File: src/sv/dll_pkg.sv
// Shared constants, types and codes for the linked list engine.
package dll_pkg;

   // Node store size and the widths that follow from it.
   localparam int CAPACITY = 64;
   localparam int SLOT_W   = (CAPACITY > 1) ? $clog2(CAPACITY) : 1;
   localparam int CNT_W    = $clog2(CAPACITY + 1);
   localparam int VALUE_W  = 32;

   typedef logic [SLOT_W-1:0]         slot_type;
   typedef logic [CNT_W-1:0]          count_type;
   typedef logic signed [VALUE_W-1:0] value_type;

   localparam count_type FULL_COUNT = count_type'(CAPACITY);

   // Operation codes of a request transaction.
   typedef enum logic [1:0] {
      KIND_PUSH_FRONT = 2'd0,
      KIND_PUSH_BACK  = 2'd1,
      KIND_REMOVE     = 2'd2,
      KIND_SEARCH     = 2'd3
   } kind_type;

   // Status codes of a response transaction.
   typedef enum logic [1:0] {
      STATUS_OK   = 2'd0,
      STATUS_FULL = 2'd1,
      STATUS_MISS = 2'd2
   } status_type;

endpackage

File: src/sv/dll_if.sv
// Request and response channel interfaces of the linked list engine.
interface dll_req_if;
   logic               valid;
   logic               ready;
   dll_pkg::kind_type  kind;
   dll_pkg::value_type value;

   modport source (output valid, output kind, output value, input ready);
   modport sink   (input valid, input kind, input value, output ready);
endinterface

interface dll_rsp_if;
   logic                 valid;
   logic                 ready;
   dll_pkg::status_type  status;
   dll_pkg::count_type   pos_from_head;
   dll_pkg::count_type   pos_from_tail;
   dll_pkg::count_type   entry_total;

   modport source (output valid, output status, output pos_from_head,
                   output pos_from_tail, output entry_total, input ready);
   modport sink   (input valid, input status, input pos_from_head,
                   input pos_from_tail, input entry_total, output ready);
endinterface

File: src/sv/dll_ram.sv
// Generic single-write, single-read memory with a registered read port.
module dll_ram #(
   parameter int WIDTH = 32,
   parameter int DEPTH = 64
) (
   input  logic                                          clock,
   input  logic                                          wr_en,
   input  logic [((DEPTH > 1) ? $clog2(DEPTH) : 1)-1:0]  wr_addr,
   input  logic [WIDTH-1:0]                              wr_data,
   input  logic [((DEPTH > 1) ? $clog2(DEPTH) : 1)-1:0]  rd_addr,
   output logic [WIDTH-1:0]                              rd_data
);

   logic [WIDTH-1:0] mem [DEPTH];

   // Write port and registered read port.
   always_ff @(posedge clock) begin
      if (wr_en) begin
         mem[wr_addr] <= wr_data;
      end
      rd_data <= mem[rd_addr];
   end

endmodule

File: src/sv/doubly_linked_list_engine.sv
// Top level of the linked list engine: sequencer and node store memories.
//
// Usage: one request transaction (kind, value) on req yields exactly one
// response transaction (status, pos_from_head, pos_from_tail, entry_total)
// on rsp, in order. Requests are taken one at a time; req.ready is high
// whenever the sequencer is idle, even while a finished response waits.
// Steps from the accepting edge to the response register:
//   push:          ST_SCAN checks one used bit per cycle and writes the
//                  node into the lowest free slot, then ST_LINK links the
//                  old end node to it (skipped onto an empty list); a full
//                  store goes straight to ST_FINISH;
//   remove/search: ST_WALK visits one node per cycle, since each step
//                  follows the next link read from the memory; an empty
//                  list goes straight to ST_FINISH.
// ST_FINISH loads the response and returns to ST_IDLE for the next request.
// Node values and links live in three memories with a registered read.
// Reset (synchronous) empties the list and clears all used bits at once;
// no clearing pass is needed. If the receiver stalls, the response holds
// in the output register and the next finished result waits behind it.
module doubly_linked_list_engine (
   input  logic        clock,
   input  logic        reset,
   dll_req_if.sink     req,
   dll_rsp_if.source   rsp
);
   import dll_pkg::*;

   typedef enum logic [2:0] {
      ST_IDLE,
      ST_SCAN,
      ST_LINK,
      ST_WALK,
      ST_FINISH
   } state_type;

   // Control registers.
   state_type             state_ff, state_in;
   logic [CAPACITY-1:0]   slot_used_ff, slot_used_in;
   slot_type              head_ff, head_in;
   slot_type              tail_ff, tail_in;
   count_type             count_ff, count_in;
   logic                  rsp_valid_ff, rsp_valid_in;

   // Working registers of the current transaction.
   kind_type              kind_ff, kind_in;
   value_type             value_ff, value_in;
   slot_type              scan_ff, scan_in;
   slot_type              cur_ff, cur_in;
   count_type             pos_ff, pos_in;
   slot_type              free_ff, free_in;
   slot_type              link_ff, link_in;
   status_type            res_status_ff, res_status_in;
   count_type             res_ph_ff, res_ph_in;
   count_type             res_pt_ff, res_pt_in;

   // Response payload registers.
   status_type            rsp_status_ff, rsp_status_in;
   count_type             rsp_ph_ff, rsp_ph_in;
   count_type             rsp_pt_ff, rsp_pt_in;
   count_type             rsp_total_ff, rsp_total_in;

   // Memory ports.
   logic                  val_we, prev_we, next_we;
   slot_type              val_wa, prev_wa, next_wa;
   value_type             val_wd;
   slot_type              prev_wd, next_wd;
   slot_type              rd_addr;
   value_type             val_rd;
   slot_type              prev_rd, next_rd;
   logic                  is_front;

   dll_ram #(.WIDTH(VALUE_W), .DEPTH(CAPACITY)) u_value_ram (
      .clock   (clock),
      .wr_en   (val_we),
      .wr_addr (val_wa),
      .wr_data (val_wd),
      .rd_addr (rd_addr),
      .rd_data (val_rd)
   );

   dll_ram #(.WIDTH(SLOT_W), .DEPTH(CAPACITY)) u_prev_ram (
      .clock   (clock),
      .wr_en   (prev_we),
      .wr_addr (prev_wa),
      .wr_data (prev_wd),
      .rd_addr (rd_addr),
      .rd_data (prev_rd)
   );

   dll_ram #(.WIDTH(SLOT_W), .DEPTH(CAPACITY)) u_next_ram (
      .clock   (clock),
      .wr_en   (next_we),
      .wr_addr (next_wa),
      .wr_data (next_wd),
      .rd_addr (rd_addr),
      .rd_data (next_rd)
   );

   // During a walk the next node is fetched straight from the read data.
   assign rd_addr  = (state_ff == ST_WALK) ? next_rd : head_ff;
   assign is_front = (kind_ff == KIND_PUSH_FRONT);

   assign req.ready         = (state_ff == ST_IDLE);
   assign rsp.valid         = rsp_valid_ff;
   assign rsp.status        = rsp_status_ff;
   assign rsp.pos_from_head = rsp_ph_ff;
   assign rsp.pos_from_tail = rsp_pt_ff;
   assign rsp.entry_total   = rsp_total_ff;

   // Sequencer next-state and memory control.
   always_comb begin
      state_in      = state_ff;
      slot_used_in  = slot_used_ff;
      head_in       = head_ff;
      tail_in       = tail_ff;
      count_in      = count_ff;
      rsp_valid_in  = rsp_valid_ff;
      kind_in       = kind_ff;
      value_in      = value_ff;
      scan_in       = scan_ff;
      cur_in        = cur_ff;
      pos_in        = pos_ff;
      free_in       = free_ff;
      link_in       = link_ff;
      res_status_in = res_status_ff;
      res_ph_in     = res_ph_ff;
      res_pt_in     = res_pt_ff;
      rsp_status_in = rsp_status_ff;
      rsp_ph_in     = rsp_ph_ff;
      rsp_pt_in     = rsp_pt_ff;
      rsp_total_in  = rsp_total_ff;

      val_we  = 1'b0;
      val_wa  = scan_ff;
      val_wd  = value_ff;
      prev_we = 1'b0;
      prev_wa = scan_ff;
      prev_wd = '0;
      next_we = 1'b0;
      next_wa = scan_ff;
      next_wd = '0;

      // The output register empties when the receiver takes it.
      if (rsp.ready) begin
         rsp_valid_in = 1'b0;
      end

      case (state_ff)
         ST_IDLE: begin
            res_ph_in = '0;
            res_pt_in = '0;
            if (req.valid) begin
               kind_in  = req.kind;
               value_in = req.value;
               if (req.kind == KIND_PUSH_FRONT || req.kind == KIND_PUSH_BACK) begin
                  if (count_ff == FULL_COUNT) begin
                     res_status_in = STATUS_FULL;
                     state_in      = ST_FINISH;
                  end else begin
                     scan_in  = '0;
                     state_in = ST_SCAN;
                  end
               end else if (count_ff == '0) begin
                  res_status_in = STATUS_MISS;
                  state_in      = ST_FINISH;
               end else begin
                  cur_in   = head_ff;
                  pos_in   = count_type'(1);
                  state_in = ST_WALK;
               end
            end
         end

         ST_SCAN: begin
            // Check one used bit per cycle; the first clear one takes the node.
            if (!slot_used_ff[scan_ff]) begin
               val_we  = 1'b1;
               prev_we = 1'b1;
               prev_wd = is_front ? slot_type'(0) : tail_ff;
               next_we = 1'b1;
               next_wd = is_front ? head_ff : slot_type'(0);
               slot_used_in[scan_ff] = 1'b1;
               count_in      = count_type'(count_ff + 1'b1);
               free_in       = scan_ff;
               link_in       = is_front ? head_ff : tail_ff;
               res_status_in = STATUS_OK;
               if (is_front) begin
                  head_in = scan_ff;
                  if (count_ff == '0) begin
                     tail_in = scan_ff;
                  end
               end else begin
                  tail_in = scan_ff;
                  if (count_ff == '0) begin
                     head_in = scan_ff;
                  end
               end
               state_in = (count_ff != '0) ? ST_LINK : ST_FINISH;
            end else begin
               scan_in = slot_type'(scan_ff + 1'b1);
            end
         end

         ST_LINK: begin
            // Point the old end node at the new one.
            if (is_front) begin
               prev_we = 1'b1;
               prev_wa = link_ff;
               prev_wd = free_ff;
            end else begin
               next_we = 1'b1;
               next_wa = link_ff;
               next_wd = free_ff;
            end
            state_in = ST_FINISH;
         end

         ST_WALK: begin
            // Read data holds the node at cur_ff, position pos_ff.
            if (val_rd == value_ff) begin
               res_status_in = STATUS_OK;
               if (kind_ff == KIND_SEARCH) begin
                  res_ph_in = pos_ff;
                  res_pt_in = count_type'(count_ff - pos_ff + 1'b1);
               end else begin
                  if (pos_ff == count_type'(1)) begin
                     head_in = next_rd;
                  end else begin
                     next_we = 1'b1;
                     next_wa = prev_rd;
                     next_wd = next_rd;
                  end
                  if (pos_ff == count_ff) begin
                     tail_in = prev_rd;
                  end else begin
                     prev_we = 1'b1;
                     prev_wa = next_rd;
                     prev_wd = prev_rd;
                  end
                  slot_used_in[cur_ff] = 1'b0;
                  count_in = count_type'(count_ff - 1'b1);
               end
               state_in = ST_FINISH;
            end else if (pos_ff == count_ff) begin
               res_status_in = STATUS_MISS;
               state_in      = ST_FINISH;
            end else begin
               cur_in = next_rd;
               pos_in = count_type'(pos_ff + 1'b1);
            end
         end

         ST_FINISH: begin
            // Load the response once the output register is free.
            if (!rsp_valid_ff || rsp.ready) begin
               rsp_valid_in  = 1'b1;
               rsp_status_in = res_status_ff;
               rsp_ph_in     = res_ph_ff;
               rsp_pt_in     = res_pt_ff;
               rsp_total_in  = count_ff;
               state_in      = ST_IDLE;
            end
         end

         default: begin
            state_in = ST_IDLE;
         end
      endcase
   end

   // State and registered outputs.
   always_ff @(posedge clock) begin
      if (reset) begin
         state_ff     <= ST_IDLE;
         slot_used_ff <= '0;
         head_ff      <= '0;
         tail_ff      <= '0;
         count_ff     <= '0;
         rsp_valid_ff <= 1'b0;
      end else begin
         state_ff     <= state_in;
         slot_used_ff <= slot_used_in;
         head_ff      <= head_in;
         tail_ff      <= tail_in;
         count_ff     <= count_in;
         rsp_valid_ff <= rsp_valid_in;
      end
      kind_ff       <= kind_in;
      value_ff      <= value_in;
      scan_ff       <= scan_in;
      cur_ff        <= cur_in;
      pos_ff        <= pos_in;
      free_ff       <= free_in;
      link_ff       <= link_in;
      res_status_ff <= res_status_in;
      res_ph_ff     <= res_ph_in;
      res_pt_ff     <= res_pt_in;
      rsp_status_ff <= rsp_status_in;
      rsp_ph_ff     <= rsp_ph_in;
      rsp_pt_ff     <= rsp_pt_in;
      rsp_total_ff  <= rsp_total_in;
   end

endmodule

File: src/flat_wrapper.sv
// flat-port wrapper written by rule: the top's interface ports become plain ports
module doubly_linked_list_engine_flat import dll_pkg::*;
  (clock, reset, req_valid, req_kind, req_value, req_ready, rsp_valid, rsp_status, rsp_pos_from_head, rsp_pos_from_tail, rsp_entry_total, rsp_ready);
  dll_req_if req_i ();
  dll_rsp_if rsp_i ();
  input  logic clock;
  input  logic reset;
  input wire logic [$bits(req_i.valid)-1:0] req_valid;
  input wire logic [$bits(req_i.kind)-1:0] req_kind;
  input wire logic [$bits(req_i.value)-1:0] req_value;
  output wire logic [$bits(req_i.ready)-1:0] req_ready;
  output wire logic [$bits(rsp_i.valid)-1:0] rsp_valid;
  output wire logic [$bits(rsp_i.status)-1:0] rsp_status;
  output wire logic [$bits(rsp_i.pos_from_head)-1:0] rsp_pos_from_head;
  output wire logic [$bits(rsp_i.pos_from_tail)-1:0] rsp_pos_from_tail;
  output wire logic [$bits(rsp_i.entry_total)-1:0] rsp_entry_total;
  input wire logic [$bits(rsp_i.ready)-1:0] rsp_ready;
  assign req_i.valid = req_valid;
  assign req_i.kind = req_kind;
  assign req_i.value = req_value;
  assign req_ready = req_i.ready;
  assign rsp_valid = rsp_i.valid;
  assign rsp_status = rsp_i.status;
  assign rsp_pos_from_head = rsp_i.pos_from_head;
  assign rsp_pos_from_tail = rsp_i.pos_from_tail;
  assign rsp_entry_total = rsp_i.entry_total;
  assign rsp_i.ready = rsp_ready;
  doubly_linked_list_engine u_core (.clock(clock), .reset(reset), .req(req_i), .rsp(rsp_i));
endmodule
File: config.mk
export PLATFORM = sky130hd
export DESIGN_NAME = doubly_linked_list_engine_flat
export DESIGN_NICKNAME = d
export VERILOG_FILES = /design/src/sv/dll_pkg.sv /design/src/sv/dll_if.sv /design/src/sv/dll_ram.sv /design/src/sv/doubly_linked_list_engine.sv /design/src/flat_wrapper.sv
export SDC_FILE = /design/constraint.sdc
export NUM_CORES = 2
export LEC_CHECK = 0
export BUFFER_PORTS_ARGS = -buffer_cell sky130_fd_sc_hd__buf_2
export CAP_MARGIN = 20
export CORE_ASPECT_RATIO = 0.5
export CORE_MARGIN = 2
export CORE_UTILIZATION = 60
export CTS_BUF_LIST = sky130_fd_sc_hd__clkbuf_4 sky130_fd_sc_hd__clkbuf_8
export CTS_CLUSTER_SIZE = 14
export DETAILED_ROUTE_END_ITERATION = 12
export GPL_ROUTABILITY_DRIVEN = 0
export PLACE_DENSITY = 0.77
export SLEW_MARGIN = 20
export SYNTH_ARGS = -nofsm -noshare
export SYNTH_HDL_FRONTEND = slang
export SYNTH_HIERARCHICAL = 1
export SYNTH_SLANG_ARGS = --single-unit
File: constraint.sdc
create_clock -name clock -period 12.9 [get_ports clock]
set_input_delay 2.58 -clock clock [delete_from_list [all_inputs] [get_ports clock]]
set_output_delay 2.58 -clock clock [all_outputs]
set_load 0.005 [all_outputs]
### Yosys cells after proc, flatten, opt, wreduce, memory -nomap -nowiden

Memory sizes are Yosys's and may differ from the RTL's. A register that Yosys moved wholly into a read port is not among the register bits.
Cells that the tools add are included.

| word-level totals | value |
|---|---|
| bits in registers | 191 |
| memory bits (writable) | 2,816 |
| input bits | 38 |
| output and inout bits | 25 |
| logic and storage cells | 207 |
| memories kept | 3 |

Memories:

| name | words | width | rd ports | clocked after memory_dff | write ports | RTL line | source |
|---|---|---|---|---|---|---|---|
| u_core.u_value_ram.mem | 64 | 32 | 1 | 1 | 1 | dll_ram.sv:14 | `logic [WIDTH-1:0] mem [DEPTH];` |
| u_core.u_next_ram.mem | 64 | 6 | 1 | 1 | 1 | dll_ram.sv:14 |  |
| u_core.u_prev_ram.mem | 64 | 6 | 1 | 1 | 1 | dll_ram.sv:14 |  |

| operators by class | value |
|---|---|
| $add $sub $neg | 6 |
| magnitude comparators | 4 |
| equal/unequal tests | 30 |
| multiplexer cells | 115 |
| bitwise logic cells | 4 |
| reduce and logical (&&, ||, !) cells | 25 |

Operators by type and width:

| cell | number |
|---|---|
| 6-bit 2-to-1 mux | 42 |
| 64-bit 2-to-1 mux | 3 |
| 64-bit one-hot mux with 2 select lines | 1 |
| 7-bit 2-to-1 mux | 12 |
| 6-bit one-hot mux with 2 select lines | 6 |
| 64-bit AND | 1 |
| 64-bit NOT | 1 |
| 64-bit bitwise OR | 1 |
| 7-bit one-hot mux with 2 select lines | 4 |
| 6-bit one-hot mux with 3 select lines | 2 |
| 32-bit == test | 1 |
| 3-bit 2-to-1 mux | 9 |
| 2-bit inequality test (second input constant) | 12 |
| 6-bit AND reduction | 4 |
| 1-bit 2-to-1 mux | 22 |
| 7-bit by 1-bit adder with 7-bit output (second input constant) | 3 |
| 3-bit one-hot mux with 5 select lines | 1 |
| 6-bit by 7-bit < comparator with 1-bit output (second input constant) | 2 |
| 2-bit 2-to-1 mux | 7 |
| 1-bit demux with 6-bit select | 2 |
| 6-bit by 1-bit greater-or-equal comparator with 1-bit output (second input constant) | 2 |
| 3-bit inequality test (second input constant) | 3 |
| 4-bit AND reduction | 2 |
| 7-bit by 1-bit == test with 1-bit output (second input constant) | 1 |
| 28 further kinds | 40 |

### Longest topological paths before layout

| logic depth | value |
|---|---|
| depth in word-level cells | 9 |
| depth in mapped cells | 17 |
| mapped depth without buffers | 11 |

### Cells and area by module

Netlist, hierarchy kept.

Modules (own cells, without submodules):

| module | instances | cells each | area an instance (um^2) | seq. area each (um^2) |
|---|---|---|---|---|
| dll_ram at u_core.u_value_ram | 1 | 3,324 | 78,515.3 | 62,139.6 |
| dll_ram at u_core.u_prev_ram | 1 | 720 | 15,225.9 | 11,651.2 |
| dll_ram at u_core.u_next_ram | 1 | 729 | 15,205.8 | 11,651.2 |
| doubly_linked_list_engine | 1 | 875 | 9,402.8 | 4,864.7 |

### Least setup slack after synthesis

No wires, ideal clock.

| path | value |
|---|---|
| kind | reg-to-reg |
| start | reg u_core.scan_ff[0] |
| end | mem u_core/u_prev_ram/mem[0][0] (netlist bit), data pin |
| setup time | 0.719 ns |
| arrival | 4.947 ns |
| data required time | 12.181 ns |
| slack | 7.234 ns |
| stages on the path, launching flop included | 9 |
| path buffers | 4 |
| clock period less this slack | 5.666 ns |
| cell sequence | edfxtp_1 -> buf_6 -> buf_6 -> mux4_2 -> a2111oi_4 -> o211ai_2 -> buf_2 -> buf_2 -> o31ai_1 |

| on the way | value |
|---|---|
| word-level cells in the longest chain between the ends | 4 |

Ends and longest elaborated chain:

| item | RTL line | source |
|---|---|---|
| start, declared | doubly_linked_list_engine.sv:47 | `slot_type scan_ff, scan_in;` |
| start signal, assigned | doubly_linked_list_engine.sv:290 | `scan_ff <= scan_in;` |
| 1-bit binary-select mux with 6-bit select | doubly_linked_list_engine.sv:176 | `if (!slot_used_ff[scan_ff]) begin` |
| 1-bit 2-to-1 mux (not written as such) | doubly_linked_list_engine.sv:176 |  |
| 6-bit 2-to-1 mux | doubly_linked_list_engine.sv:176 |  |
| 6-bit one-hot mux with 3 select lines | doubly_linked_list_engine.sv:148 | `case (state_ff)` |
| named net u_core.prev_wd[0] | doubly_linked_list_engine.sv:66 | `slot_type prev_wd, next_wd;` |
| end, declared | dll_ram.sv:14 |  |

The timed path passes the listed nets, and every way through them passes these cells. The select of a mux whose other input is x is not followed.

### Final worst setup path

| path | value |
|---|---|
| start | reg u_core.value_ff[27] (netlist: u_core/val_wd[27]) |
| end | mem u_core/u_next_ram/mem[18][3] (netlist bit), enable pin |

| on the way | value |
|---|---|
| elaborated cells between the ends (all ways) | 7 |
| classes of those cells | eq/ne: 1; mux: 6 |

RTL lines:

| item | RTL line | source |
|---|---|---|
| start, declared | doubly_linked_list_engine.sv:46 | `value_type value_ff, value_in;` |
| start signal, assigned | doubly_linked_list_engine.sv:289 | `value_ff <= value_in;` |
| 32-bit == test | doubly_linked_list_engine.sv:220 | `if (val_rd == value_ff) begin` |
| 6-bit 2-to-1 mux | doubly_linked_list_engine.sv:220 |  |
| 6-bit one-hot mux with 2 select lines | doubly_linked_list_engine.sv:148 |  |
| named net u_core.next_wa[1] | doubly_linked_list_engine.sv:64 | `slot_type val_wa, prev_wa, next_wa;` |
| end, declared | dll_ram.sv:14 |  |

The timed path passes the listed nets, and every way through them passes these cells.

==> run_results.csv <==
group,metric,value,unit
run_status,status,"complete, but fails checks",
run_status,violations,"antenna rules",
synth,synth_nets,5707,
grt,grt_max_degree,152,
setup_path,cp-start-kind,"register",
timing,rsz0062_at_grt,"false",
grt,grt_overflow,0,
setup_path,crit_fanout,49,
setup_path,worstPathRequired,13.48,ns
pwr,comb_power_share,24.9,%
clock_network,cts_buffers,408,
timing,period_minus_slack,6.51,ns
synth,synth-seq-area-share,76.3,%
timing,worst_pin_slew,1.22,ns
route,totalWireLength,285000,microns
route,final_antenna_net_count,1,
pwr,p_sw,7.58,mW
setup_path,crit_type,"reg -> reg",
grt,track_usage,28.4,%
synth,synth.area.mux_share,15.5,%
die,io_pins,63,
cells_and_area,area_growth,10.2,%
cells_and_area,fillers,11975,
synth,ys_ff_latch,3051,
die,dieArea,201000,sq um
placement,io_buffers,62,
route,wire_per_inst,31.9,microns
timing,hold_violations,0,
min_path,hold_class,"reg -> reg",
route,via_per_inst,6.80,
setup_path,worstPathArrival,7.10,ns
route,via_count,60607,
timing,maxSlewHeadroom,18.9,%
clock_network,postCtsSetupBuffers,0,
cells_and_area,postLayoutCellArea,130000,sq um
clock_network,cts_tree,"built",
timing,skew,0.0749,ns
cells_and_area,fin_nets,6007,
synth,yosysWarningCount,6,
timing,setup_violations,0,
die,rows,115,
synth,synth_cells,5648,
cells_and_area,multi_input_comb_area,27000,sq um
placement,placed_area,122000,sq um
clock_network,h-tree-depth,5,
synth,yosys.area_share.simple,2.71,%
run,drv_cap,0,
pwr,leakagePower,39.4,nW
synth,yosys.area_share.adder,0.235,%
clock_network,cts-resized-gates,0,
route,drc,0,
clock_network,hold_buffers,0,
pwr,powerDensity,195,nW/um^2
route,drtPass1Iterations,6,
synth,ys.flop_type,"edfxtp_1",
synth,synth_area,118000,sq um
grt,antenna_found_initial,3,
grt,grt_first_pass_wirelength,414000,microns
timing,min_period_over_period,50.5,%
timing,fin_setup_tns,0,ns
die,initial_core_util,60.3,%
timing,fmax,0.154,GHz
timing,drv_slew,0,
die,fp.dieW,632,microns
cells_and_area,drive_above_1_share,27.7,%
synth,synth.avg_cell_area,21.0,sq um
pwr,seqPwrFrac,46.5,%
placement,dp_slack,6.52,ns
setup_path,worstSetupEndpointType,"register",
synth,ys_types,80,
pwr,p_sw_share,29.8,%
clock_network,clk_pin_slew,0.07,ns
placement,place_hpwl,156000,microns
die,design.core.area,196000,sq um
synth,synth_compound_area_share,3.33,%
grt,grt_pass1_vias,61012,
clock_network,clock-root-buffer,"clkbuf_8",
synth,async_flop_share,0,%
pwr,p_int,17.9,mW
synth,synthXorXnorAreaFrac,0.392,%
timing,fin_ws,6.39,ns
route,drtIter0Drc,9384,
synth,synth_edf_count,2920,
die,die_height,318,microns
clock_network,clock_latency,1.02,ns
cells_and_area,seq_area,90300,sq um
pwr,vdd_ir_drop_max,0.164,mV
clock_network,clock_path_buffers,4,
clock_network,cts.sink_count,3051,
synth,synth_top_family_by_area,"multiplexers",
pwr,clockPowerShare,28.6,%
-- power groups by stage --
stage               registers (mW)  clock network [mW]  logic, mW
floorplan                     12.2                   0       4.12
global placement              12.0                   0       6.11
detailed placement            12.0                   0       6.26
CTS                           11.8                7.38       6.29
global route                  11.8                7.81       6.65
finish                        11.8                7.30       6.35
-- cells in the mapped netlist (33+ instances only) --
cell type	instances	area [sq um]
mux2i_1	132	1320
nor2_1	321	1200
nand3_1	56	280
inv_1	33	124
buf_2	88	440
nand2_1	130	488
o211ai_1	70	526
xnor2_1	45	394
o221ai_1	39	342
a21oi_1	106	531
dfxtp_1	131	2620
o31ai_1	56	420
nor2b_1	34	213
mux4_2	745	16800
buf_1	36	135
buf_4	33	248
clkbuf_1	149	559
edfxtp_1	2920	87700
o22ai_1	103	644
o21ai_0	39	195
-- cell usage in the layout (no fill, tap or decap), types with 49 or more instances in the layout --
cell type,Yosys,routed
a21oi_1,106,106
mux2i_1,132,132
dfxtp_1,131,131
clkbuf_4,0,157
edfxtp_1,2920,2920
o211ai_1,70,70
nor2_1,321,257
buf_4,33,145
nand3_1,56,56
nand2_1,130,124
clkbuf_8,0,435
mux4_2,745,745
buf_2,88,62
o31ai_1,56,49
nor2_4,0,64
o22ai_1,103,103
clkinv_1,1,84
-- sequential cells by signal, indices dropped and copies added, names as in the netlist, 6 cells and up --
signal	flops
u_core/scan_ff	6
u_core/cur_ff	6
u_core/rsp.entry_total	7
u_core/count_ff	7
u_core/u_next_ram/rd_data	6
u_core/link_ff	6
u_core/free_ff	6
u_core/u_value_ram/rd_data	32
u_core/u_value_ram/mem	2048
u_core/rsp.pos_from_tail	7
u_core/u_next_ram/mem	384
u_core/res_pt_ff	7
u_core/slot_used_ff	64
u_core/tail_ff	6
u_core/head_ff	6
u_core/u_prev_ram/mem	384
u_core/rsp.pos_from_head	7
u_core/u_prev_ram/rd_data	6
u_core/res_ph_ff	7
u_core/val_wd	32
u_core/pos_ff	7
-- final timing paths --
| check | start | to | slack, ns | depth (start not counted) |
|---|---|---|---|---|
| worst max-delay path | u_core/val_wd[27] | u_core/u_next_ram/mem[18][3] | 6.39 | 11 |
| worst min register to register | u_core/res_pt_ff[4] | u_core/rsp.pos_from_tail[4] | 0.40 | 0 |
| worst min-delay path | u_core/res_pt_ff[4] | u_core/rsp.pos_from_tail[4] | 0.40 | 0 |
| worst max register to register | u_core/val_wd[27] | u_core/u_next_ram/mem[18][3] | 6.39 | 11 |
-- through the flow --
| step | util, % | total power, mW | hold slack (ns) | std cells |
|---|---|---|---|---|
| floorplan | - | 16.3 | 0.400 | 5648 |
| global placement | 62.3 | 18.1 | 0.409 | 8170 |
| detailed placement | 62.3 | 18.3 | 0.405 | 8170 |
| CTS | 66.4 | 25.5 | 0.415 | 8907 |
| global route | 66.5 | 26.3 | 0.428 | 8909 |
| finish | 66.5 | 25.5 | 0.401 | 8916 |
-- kinds of logic (layout without fill, tap and decap cells) --
kind of cell	Yosys count	in the layout
compound gates	567	567
buf+inv	364	991
flops	3051	3051
simple gates	698	698
fa+ha+maj	21	21
other cells	0	9
xor+xnor	53	53
mux	894	894
-- cell type report --
class	instances	share of cell area, %
clock buffers	592	5.49
repair buffers	217	1.22
multi-input cells	2233	20.7
inverters	37	0.107
diodes	9	0.0173
flip-flops and latches	3051	69.2
clock inverters	145	0.765
well taps	2632	2.52
-- worst max-delay path, stage by stage, from the launching register on --
cell and delay [ns]:
edfxtp_1 0.74, buf_4 0.52, xnor2_1 0.23, nand4_1 0.17, nor4_2 0.74, nand3_1 0.79, nor2_1 0.93, a22o_1 0.26
a21o_1 0.26, or3b_1 0.46, or2_1 0.47, nor2_1 0.51
-- metal layers --
metal	share of wire (%)	GRT usage, %	up-vias
met5	0.0025	0	-
met4	3.6	9.93	2
met3	12	6.14	629
met2	48	44.9	4198
met1	36	39.8	31546
li1	-	-	24232
No activity file was read; power rests on OpenSTA's default activity.
